## config.mk

```make
export PLATFORM = sky130hd
export DESIGN_NAME = utf8_decoder_with_surrogate_join_flat
export DESIGN_NICKNAME = d
export VERILOG_FILES = /design/src/hdl/utfd_pkg.sv /design/src/hdl/utfd_if.sv /design/src/hdl/utf8_decoder_with_surrogate_join.sv /design/src/flat_wrapper.sv
export SDC_FILE = /design/constraint.sdc
export NUM_CORES = 1
export LEC_CHECK = 0
export BUFFER_PORTS_ARGS = -buffer_cell sky130_fd_sc_hd__buf_2
export CAP_MARGIN = 20
export CORE_MARGIN = 5
export CORE_UTILIZATION = 50
export DETAILED_ROUTE_END_ITERATION = 10
export GPL_TIMING_DRIVEN = 0
export PLACE_DENSITY = 0.75
export SYNTH_ARGS = -nofsm -noshare
export SYNTH_HDL_FRONTEND = slang
export SYNTH_SLANG_ARGS = --single-unit
export TNS_END_PERCENT = 100
```

## constraint.sdc

```tcl
create_clock -name i_clk -period 2.1 [get_ports i_clk]
set_input_delay 0.21 -clock i_clk [delete_from_list [all_inputs] [get_ports i_clk]]
set_output_delay 0.21 -clock i_clk [all_outputs]
set_load 0.02 [all_outputs]
```

## src/hdl/utfd_pkg.sv

```systemverilog
package utfd_pkg;

    // field widths
    localparam int unsigned BYTE_W = 8;
    localparam int unsigned CP_W   = 21;
    localparam int unsigned LEFT_W = 2;
    localparam int unsigned HALF_W = 10;

    // byte class masks and patterns
    localparam logic [BYTE_W-1:0] CONT_MASK  = 8'hC0;
    localparam logic [BYTE_W-1:0] CONT_PAT   = 8'h80;
    localparam logic [BYTE_W-1:0] LEAD2_MASK = 8'hE0;
    localparam logic [BYTE_W-1:0] LEAD2_PAT  = 8'hC0;
    localparam logic [BYTE_W-1:0] LEAD3_MASK = 8'hF0;
    localparam logic [BYTE_W-1:0] LEAD3_PAT  = 8'hE0;
    localparam logic [BYTE_W-1:0] LEAD4_MASK = 8'hF8;
    localparam logic [BYTE_W-1:0] LEAD4_PAT  = 8'hF0;

    // continuation counts opened by each lead class
    localparam logic [LEFT_W-1:0] LEFT_NONE  = 2'd0;
    localparam logic [LEFT_W-1:0] LEFT_ONE   = 2'd1;
    localparam logic [LEFT_W-1:0] LEFT_TWO   = 2'd2;
    localparam logic [LEFT_W-1:0] LEFT_THREE = 2'd3;

    // surrogate ranges
    localparam logic [CP_W-1:0] SUR_FIRST  = 21'h00D800;
    localparam logic [CP_W-1:0] HIGH_LAST  = 21'h00DBFF;
    localparam logic [CP_W-1:0] LOW_FIRST  = 21'h00DC00;
    localparam logic [CP_W-1:0] SUR_LAST   = 21'h00DFFF;
    localparam logic [CP_W-1:0] SUPP_BASE  = 21'h010000;

endpackage

```

## src/hdl/utfd_if.sv

```systemverilog
// byte channel into the decoder
interface utfd_in_if
    import utfd_pkg::*;
();
    logic              valid;
    logic              ready;
    logic [BYTE_W-1:0] byte_value;
    logic              stream_end;

    modport source (output valid, output byte_value, output stream_end, input ready);
    modport sink   (input valid, input byte_value, input stream_end, output ready);
endinterface

// code point channel out of the decoder
interface utfd_out_if
    import utfd_pkg::*;
();
    logic            valid;
    logic            ready;
    logic [CP_W-1:0] code_point;
    logic            end_marker;

    modport source (output valid, output code_point, output end_marker, input ready);
    modport sink   (input valid, input code_point, input end_marker, output ready);
endinterface

```

## src/hdl/utf8_decoder_with_surrogate_join.sv

```systemverilog
// UTF-8 byte stream decoder that joins UTF-16 surrogate pairs. One byte item is taken
// per clock and a code point item appears in the cycle after the byte that ends a
// sequence; bytes that open or continue a sequence, stray continuations, bytes F8-FF,
// lone low surrogates and held high surrogates produce no item. The decode state and
// the one-entry result register are updated in the same cycle an item is accepted, so
// the block sustains one item per cycle; the input stalls only while the result
// register is full and the sink is not taking it. An item with stream_end set clears
// all pending state and returns an end marker with code point zero. Overlong forms are
// passed through, so values up to 1FFFFF can appear.
module utf8_decoder_with_surrogate_join
    import utfd_pkg::*;
(
    input  logic       i_clk,
    input  logic       i_rst_n,
    utfd_in_if.sink    i_in,
    utfd_out_if.source o_out
);

    logic [LEFT_W-1:0] r_bytes_left, n_bytes_left;
    logic [CP_W-1:0]   r_partial, n_partial;
    logic [HALF_W-1:0] r_high_half, n_high_half;
    logic              r_high_held, n_high_held;
    logic              r_out_valid, n_out_valid;
    logic [CP_W-1:0]   r_out_code, n_out_code;
    logic              r_out_end, n_out_end;

    logic              in_acc;
    logic [BYTE_W-1:0] b;
    logic              is_cont;
    logic              dec_valid;
    logic [CP_W-1:0]   dec_value;
    logic [CP_W-1:0]   shifted;
    logic              emit;
    logic [CP_W-1:0]   emit_value;

    // handshake: accept while the result register is empty or draining
    assign i_in.ready = !r_out_valid || o_out.ready;
    assign in_acc     = i_in.valid && i_in.ready;

    assign b       = i_in.byte_value;
    assign is_cont = (b & CONT_MASK) == CONT_PAT;
    assign shifted = {r_partial[CP_W-7:0], b[5:0]};

    // byte decode: sequence tracking and completed value
    always_comb begin
        n_bytes_left = r_bytes_left;
        n_partial    = r_partial;
        dec_valid    = 1'b0;
        dec_value    = '0;
        if (r_bytes_left != LEFT_NONE && is_cont) begin
            n_bytes_left = r_bytes_left - LEFT_ONE;
            if (r_bytes_left == LEFT_ONE) begin
                dec_valid = 1'b1;
                dec_value = shifted;
                n_partial = '0;
            end else begin
                n_partial = shifted;
            end
        end else begin
            // no sequence open, or an interrupted one: treat as a new lead
            n_bytes_left = LEFT_NONE;
            n_partial    = '0;
            if (!b[7]) begin
                dec_valid = 1'b1;
                dec_value = {{(CP_W-BYTE_W){1'b0}}, b};
            end else if ((b & LEAD2_MASK) == LEAD2_PAT) begin
                n_partial    = {{(CP_W-5){1'b0}}, b[4:0]};
                n_bytes_left = LEFT_ONE;
            end else if ((b & LEAD3_MASK) == LEAD3_PAT) begin
                n_partial    = {{(CP_W-4){1'b0}}, b[3:0]};
                n_bytes_left = LEFT_TWO;
            end else if ((b & LEAD4_MASK) == LEAD4_PAT) begin
                n_partial    = {{(CP_W-3){1'b0}}, b[2:0]};
                n_bytes_left = LEFT_THREE;
            end
        end
    end

    // surrogate handling on a completed value
    always_comb begin
        n_high_half = r_high_half;
        n_high_held = r_high_held;
        emit        = 1'b0;
        emit_value  = dec_value;
        if (dec_valid) begin
            if (r_high_held && dec_value >= LOW_FIRST && dec_value <= SUR_LAST) begin
                emit        = 1'b1;
                emit_value  = {1'b0, r_high_half, dec_value[HALF_W-1:0]} + SUPP_BASE;
                n_high_half = '0;
                n_high_held = 1'b0;
            end else begin
                n_high_half = '0;
                n_high_held = 1'b0;
                if (dec_value < SUR_FIRST || dec_value > SUR_LAST) begin
                    emit = 1'b1;
                end else if (dec_value <= HIGH_LAST) begin
                    n_high_half = dec_value[HALF_W-1:0];
                    n_high_held = 1'b1;
                end
            end
        end
    end

    // result register next values
    always_comb begin
        n_out_valid = r_out_valid && !o_out.ready;
        n_out_code  = r_out_code;
        n_out_end   = r_out_end;
        if (in_acc) begin
            if (i_in.stream_end) begin
                n_out_valid = 1'b1;
                n_out_code  = '0;
                n_out_end   = 1'b1;
            end else if (emit) begin
                n_out_valid = 1'b1;
                n_out_code  = emit_value;
                n_out_end   = 1'b0;
            end
        end
    end

    // decode state
    always_ff @(posedge i_clk) begin
        if (!i_rst_n) begin
            r_bytes_left <= LEFT_NONE;
            r_partial    <= '0;
            r_high_half  <= '0;
            r_high_held  <= 1'b0;
        end else if (in_acc) begin
            if (i_in.stream_end) begin
                r_bytes_left <= LEFT_NONE;
                r_partial    <= '0;
                r_high_half  <= '0;
                r_high_held  <= 1'b0;
            end else begin
                r_bytes_left <= n_bytes_left;
                r_partial    <= n_partial;
                r_high_half  <= n_high_half;
                r_high_held  <= n_high_held;
            end
        end
    end

    // result register
    always_ff @(posedge i_clk) begin
        if (!i_rst_n) begin
            r_out_valid <= 1'b0;
        end else begin
            r_out_valid <= n_out_valid;
        end
    end

    always_ff @(posedge i_clk) begin
        r_out_code <= n_out_code;
        r_out_end  <= n_out_end;
    end

    assign o_out.valid      = r_out_valid;
    assign o_out.code_point = r_out_code;
    assign o_out.end_marker = r_out_end;

    // an end item leaves clean state and an end marker waiting
    a_end_clears: assert property (@(posedge i_clk) disable iff (!i_rst_n)
        (in_acc && i_in.stream_end) |=>
            (r_bytes_left == LEFT_NONE && !r_high_held && r_out_valid && r_out_end))
        else $error("end item did not clear state");

    // an end marker always carries code point zero
    a_end_zero: assert property (@(posedge i_clk) disable iff (!i_rst_n)
        (r_out_valid && r_out_end) |-> (r_out_code == '0))
        else $error("end marker with non-zero code point");

    // no partial value survives without an open sequence
    a_partial_idle: assert property (@(posedge i_clk) disable iff (!i_rst_n)
        (r_bytes_left == LEFT_NONE) |-> (r_partial == '0))
        else $error("partial value left with no open sequence");

    // high half is cleared whenever no surrogate is held
    a_half_idle: assert property (@(posedge i_clk) disable iff (!i_rst_n)
        !r_high_held |-> (r_high_half == '0))
        else $error("stale high half");

endmodule
```

## src/flat_wrapper.sv

```systemverilog
// flat-port wrapper written by rule: the top's interface ports become plain ports
module utf8_decoder_with_surrogate_join_flat import utfd_pkg::*;
  (i_clk, i_rst_n, i_in_valid, i_in_byte_value, i_in_stream_end, i_in_ready, o_out_valid, o_out_code_point, o_out_end_marker, o_out_ready);
  utfd_in_if i_in_i ();
  utfd_out_if o_out_i ();
  input  logic i_clk;
  input  logic i_rst_n;
  input wire logic [$bits(i_in_i.valid)-1:0] i_in_valid;
  input wire logic [$bits(i_in_i.byte_value)-1:0] i_in_byte_value;
  input wire logic [$bits(i_in_i.stream_end)-1:0] i_in_stream_end;
  output wire logic [$bits(i_in_i.ready)-1:0] i_in_ready;
  output wire logic [$bits(o_out_i.valid)-1:0] o_out_valid;
  output wire logic [$bits(o_out_i.code_point)-1:0] o_out_code_point;
  output wire logic [$bits(o_out_i.end_marker)-1:0] o_out_end_marker;
  input wire logic [$bits(o_out_i.ready)-1:0] o_out_ready;
  assign i_in_i.valid = i_in_valid;
  assign i_in_i.byte_value = i_in_byte_value;
  assign i_in_i.stream_end = i_in_stream_end;
  assign i_in_ready = i_in_i.ready;
  assign o_out_valid = o_out_i.valid;
  assign o_out_code_point = o_out_i.code_point;
  assign o_out_end_marker = o_out_i.end_marker;
  assign o_out_i.ready = o_out_ready;
  utf8_decoder_with_surrogate_join u_core (.i_clk(i_clk), .i_rst_n(i_rst_n), .i_in(i_in_i), .o_out(o_out_i));
endmodule
```

==> impl_metrics.csv <==
group,metric,value,unit
run_status,status,"completed",
critical_path,path_class,"flop to flop",
logic_synthesis,synth_edf_count,22,
logic_synthesis,synth_xor_area_share,0.791,%
critical_path,critPathRequiredTime,2.36,ns
placed_design,dp_slack,-0.309,ns
floorplan,io_pins,37,
run,cap_violations,0,
floorplan,die_width,76.6,um
logic_synthesis,async_flop_share,0,%
routing,ant_nets,0,
logic_synthesis,synth.top_cell.area_share,29.8,%
logic_synthesis,synth_fp_nets,218,
routing,vias,1778,
logic_synthesis,muxShareOfSynthArea,0,%
logic_synthesis,synth_area_leaders,"edfxtp_1 (30%), dfxtp_1 (26%), a22o_1 (4.0%), and2_1 (3.7%), a22oi_1 (3.4%)",
logic_synthesis,synth_compound_area_share,17.9,%
power_and_ir_drop,p_per_area,725,nW/um2
critical_path,path_cells,"inv_1 > ha_2 > or3b_1 > a21oi_2 > and4_1 > buf_6 > a22o_1",
critical_path,path_max_fanout,10,
floorplan,core,4320,um2
routing,drc_errors,0,
routing,wl_per_cell,17.8,um
routing,drtPass1Iterations,5,
logic_synthesis,synth_simple_gate_area_share,20.1,%
sta,tightest_slew,0.555,ns
logic_synthesis,ys_types,42,
global_routing,grt.overflow.total,0,
logic_synthesis,post_synth.cell_area_avg,11.0,um2
floorplan,die_h,76.6,um
placed_design,dp.final_hpwl,3.80,mm
clock_network,htree_levels,2,
sta,finalHoldViolations,0,
sta,fin_skew,0.00763,ns
sta,setup_violations,0,
clock_network,cts_tree,"yes",
critical_path,crit_arrival,2.25,ns
finish,final_common_cell,"buf_2",
sta,post-route-min-period,2.00,ns
clock_network,root_buffer,"clkbuf_8",
logic_synthesis,synth_top_family_by_area,"simple AND/OR/NAND/NOR gates",
global_routing,grt_pass1_vias,1680,
clock_network,clock_sinks,51,
finish,drive_gt1_share,26.9,%
floorplan,row_count,24,
power_and_ir_drop,p_leak,1.06,nW
logic_synthesis,syn_inst,202,
power_and_ir_drop,ir_worst_vdd,373,uV
sta,finalWorstSetupSlack,0.104,ns
routing,wirelength,5.42,mm
logic_synthesis,synth-adder-area-share,1.69,%
global_routing,grt_pass1_wl,8.72,mm
placed_design,place_congestion,0.918,
clock_network,cts_buffers,5,
routing,drtIter0Drc,183,
sta,relSlewSlack,63.0,%
finish,design_area,2680,um2
logic_synthesis,synth_top_area_cell,"edfxtp_1",
finish,antenna_cells,0,
finish,layout_common_cells,"buf_2 (38), dfxtp_1 (28), edfxtp_1 (22), nor2_1 (17), nand2_1 (14)",
finish,fin_nets,268,
global_routing,antenna_found_initial,0,
routing,vias_per_cell,5.83,
clock_network,cts_max_path_buffers,2,
global_routing,grt_usage,18.5,%
logic_synthesis,synthesis.area,2220,um2
sta,fin_crit_sh,95.0,%
clock_network,path_clk_slew,0.10,ns
min_path,holdCritPathClass,"primary input to flop",
logic_synthesis,synth_seq_cells,51,
critical_path,worstSetupStartpointType,"flop",
global_routing,grt_max_degree,23,
sta,max_freq,501,MHz
finish,area_growth,21.0,%
critical_path,critPathMaxStageDelay,0.40,ns
placed_design,portBuffers,36,
logic_synthesis,ys_warn_count,0,
clock_network,cts_hold_buf,0,
floorplan,dieArea,5860,um2
placed_design,placed_area,2460,um2
floorplan,initial_core_util,51.2,%
critical_path,crit_path_end_kind,"flop",
critical_path,slowest_stage,"or3b_1",
clock_network,clock_latency,0.31,ns
logic_synthesis,synth_sequential_area_ratio,56.0,%
sta,grt_setup_unrepaired,"no",
logic_synthesis,synth_ff_type,"dfxtp_1",
sta,final_max_slew_viol_count,0,
[metrics by stage]
stage / hold slack, ns / power [mW] / std cells / util [%] / setup TNS (ns)
finish: 0.157 / 1.94 / 305 / 62.0 / 0
global route: 0.155 / 2.00 / 305 / 62.0 / 0
CTS: 0.149 / 1.94 / 304 / 61.0 / 0
detailed placement: 0.451 / 1.25 / 290 / 57.0 / -7.30
global placement: 0.442 / 1.25 / 290 / 57.0 / -6.12
floorplan: 0.309 / 1.19 / 202 / - / 0
[state kept, by name, indices dropped and copies added (netlist names)]
signal / count
u_core.r_high_half: 10
u_core.o_out.end_marker: 1
u_core.r_high_held: 1
u_core.r_bytes_left: 2
u_core.o_out.code_point: 21
u_core.o_out.valid: 1
u_core.r_partial: 15
[critical path, delay by kind of cell (launching register included)]
kind,cells,cell delay (ns)
AO/OA/AOI/OAI,2,0.44
adder cells (fa/ha/maj),1,0.24
buffers and inverters,2,0.26
flip-flops,1,0.32
AND/OR/NAND/NOR,2,0.69
[cells in the mapped netlist, drive strengths merged, types with 3 or more instances]
cell	count
nand4	5
inv	8
nand3	6
and2	13
edfxtp	22
dfxtp	29
a22o	10
ha	3
a22oi	10
nor3	4
clkbuf	3
nor2	17
buf	4
nand2	15
a21oi	9
o21a	3
nor3b	6
o211a	5
[layer usage]
layer | part of all wire [%] | vias to the layer above | track usage, %
li1 | - | 855 | -
met3 | 6.1 | 8 | 3.78
met2 | 51 | 65 | 31.3
met4 | 1.4 | 0 | 5.24
met5 | 0 | - | 0
met1 | 41 | 850 | 23.9
[logic make-up (layout without fill, tap and decap cells)]
logic type,after synthesis,in the layout
and+or+nand+nor,79,79
xor gates and xnor gates,2,2
DFF,51,51
buffers and inverters,16,67
AOI/OAI and AO/OA,51,51
adders and majority gates,3,3
[where the power goes]
group	internal (mW)	switching [mW]	total, mW	leakage [nW]
Sequential	1.06	0.00768	1.07	0.450
Combinational	0.0537	0.120	0.174	0.552
Clock	0.359	0.343	0.702	0.0548
Total	1.47	0.470	1.94	1.06
[timing repair]
action                     in CTS  in global routing
setup buffers                   6                  1
gates cloned                    0                  0
gates resized for setup         2                  9
setup endpoints to repair      29                 45
pin swaps                       2                  1
[final cells by class]
| cell class | instances | area (um2) |
|---|---|---|
| plain buffers | 7 | 45.0 |
| clock buffers | 5 | 68.8 |
| clock inverters | 3 | 46.3 |
| fillers | 365 | 1640 |
| inverters | 9 | 33.8 |
| multi-input cells | 135 | 947 |
| flip-flops and latches | 51 | 1240 |
| well taps | 52 | 65.1 |
| repair buffers | 43 | 233 |
[final timing paths]
| path | slack [ns] | from | endpoint | cells past startpoint |
|---|---|---|---|---|
| max | 0.10 | u_core.r_bytes_left[1] | u_core.r_high_half[2] | 7 |
| min | 0.16 | i_in_stream_end | u_core.o_out.end_marker | 1 |
| max reg2reg | 0.10 | u_core.r_bytes_left[1] | u_core.r_high_half[2] | 7 |
| min reg2reg | 0.46 | u_core.r_bytes_left[1] | u_core.r_bytes_left[1] | 2 |
(Power assumes the default switching activity.)
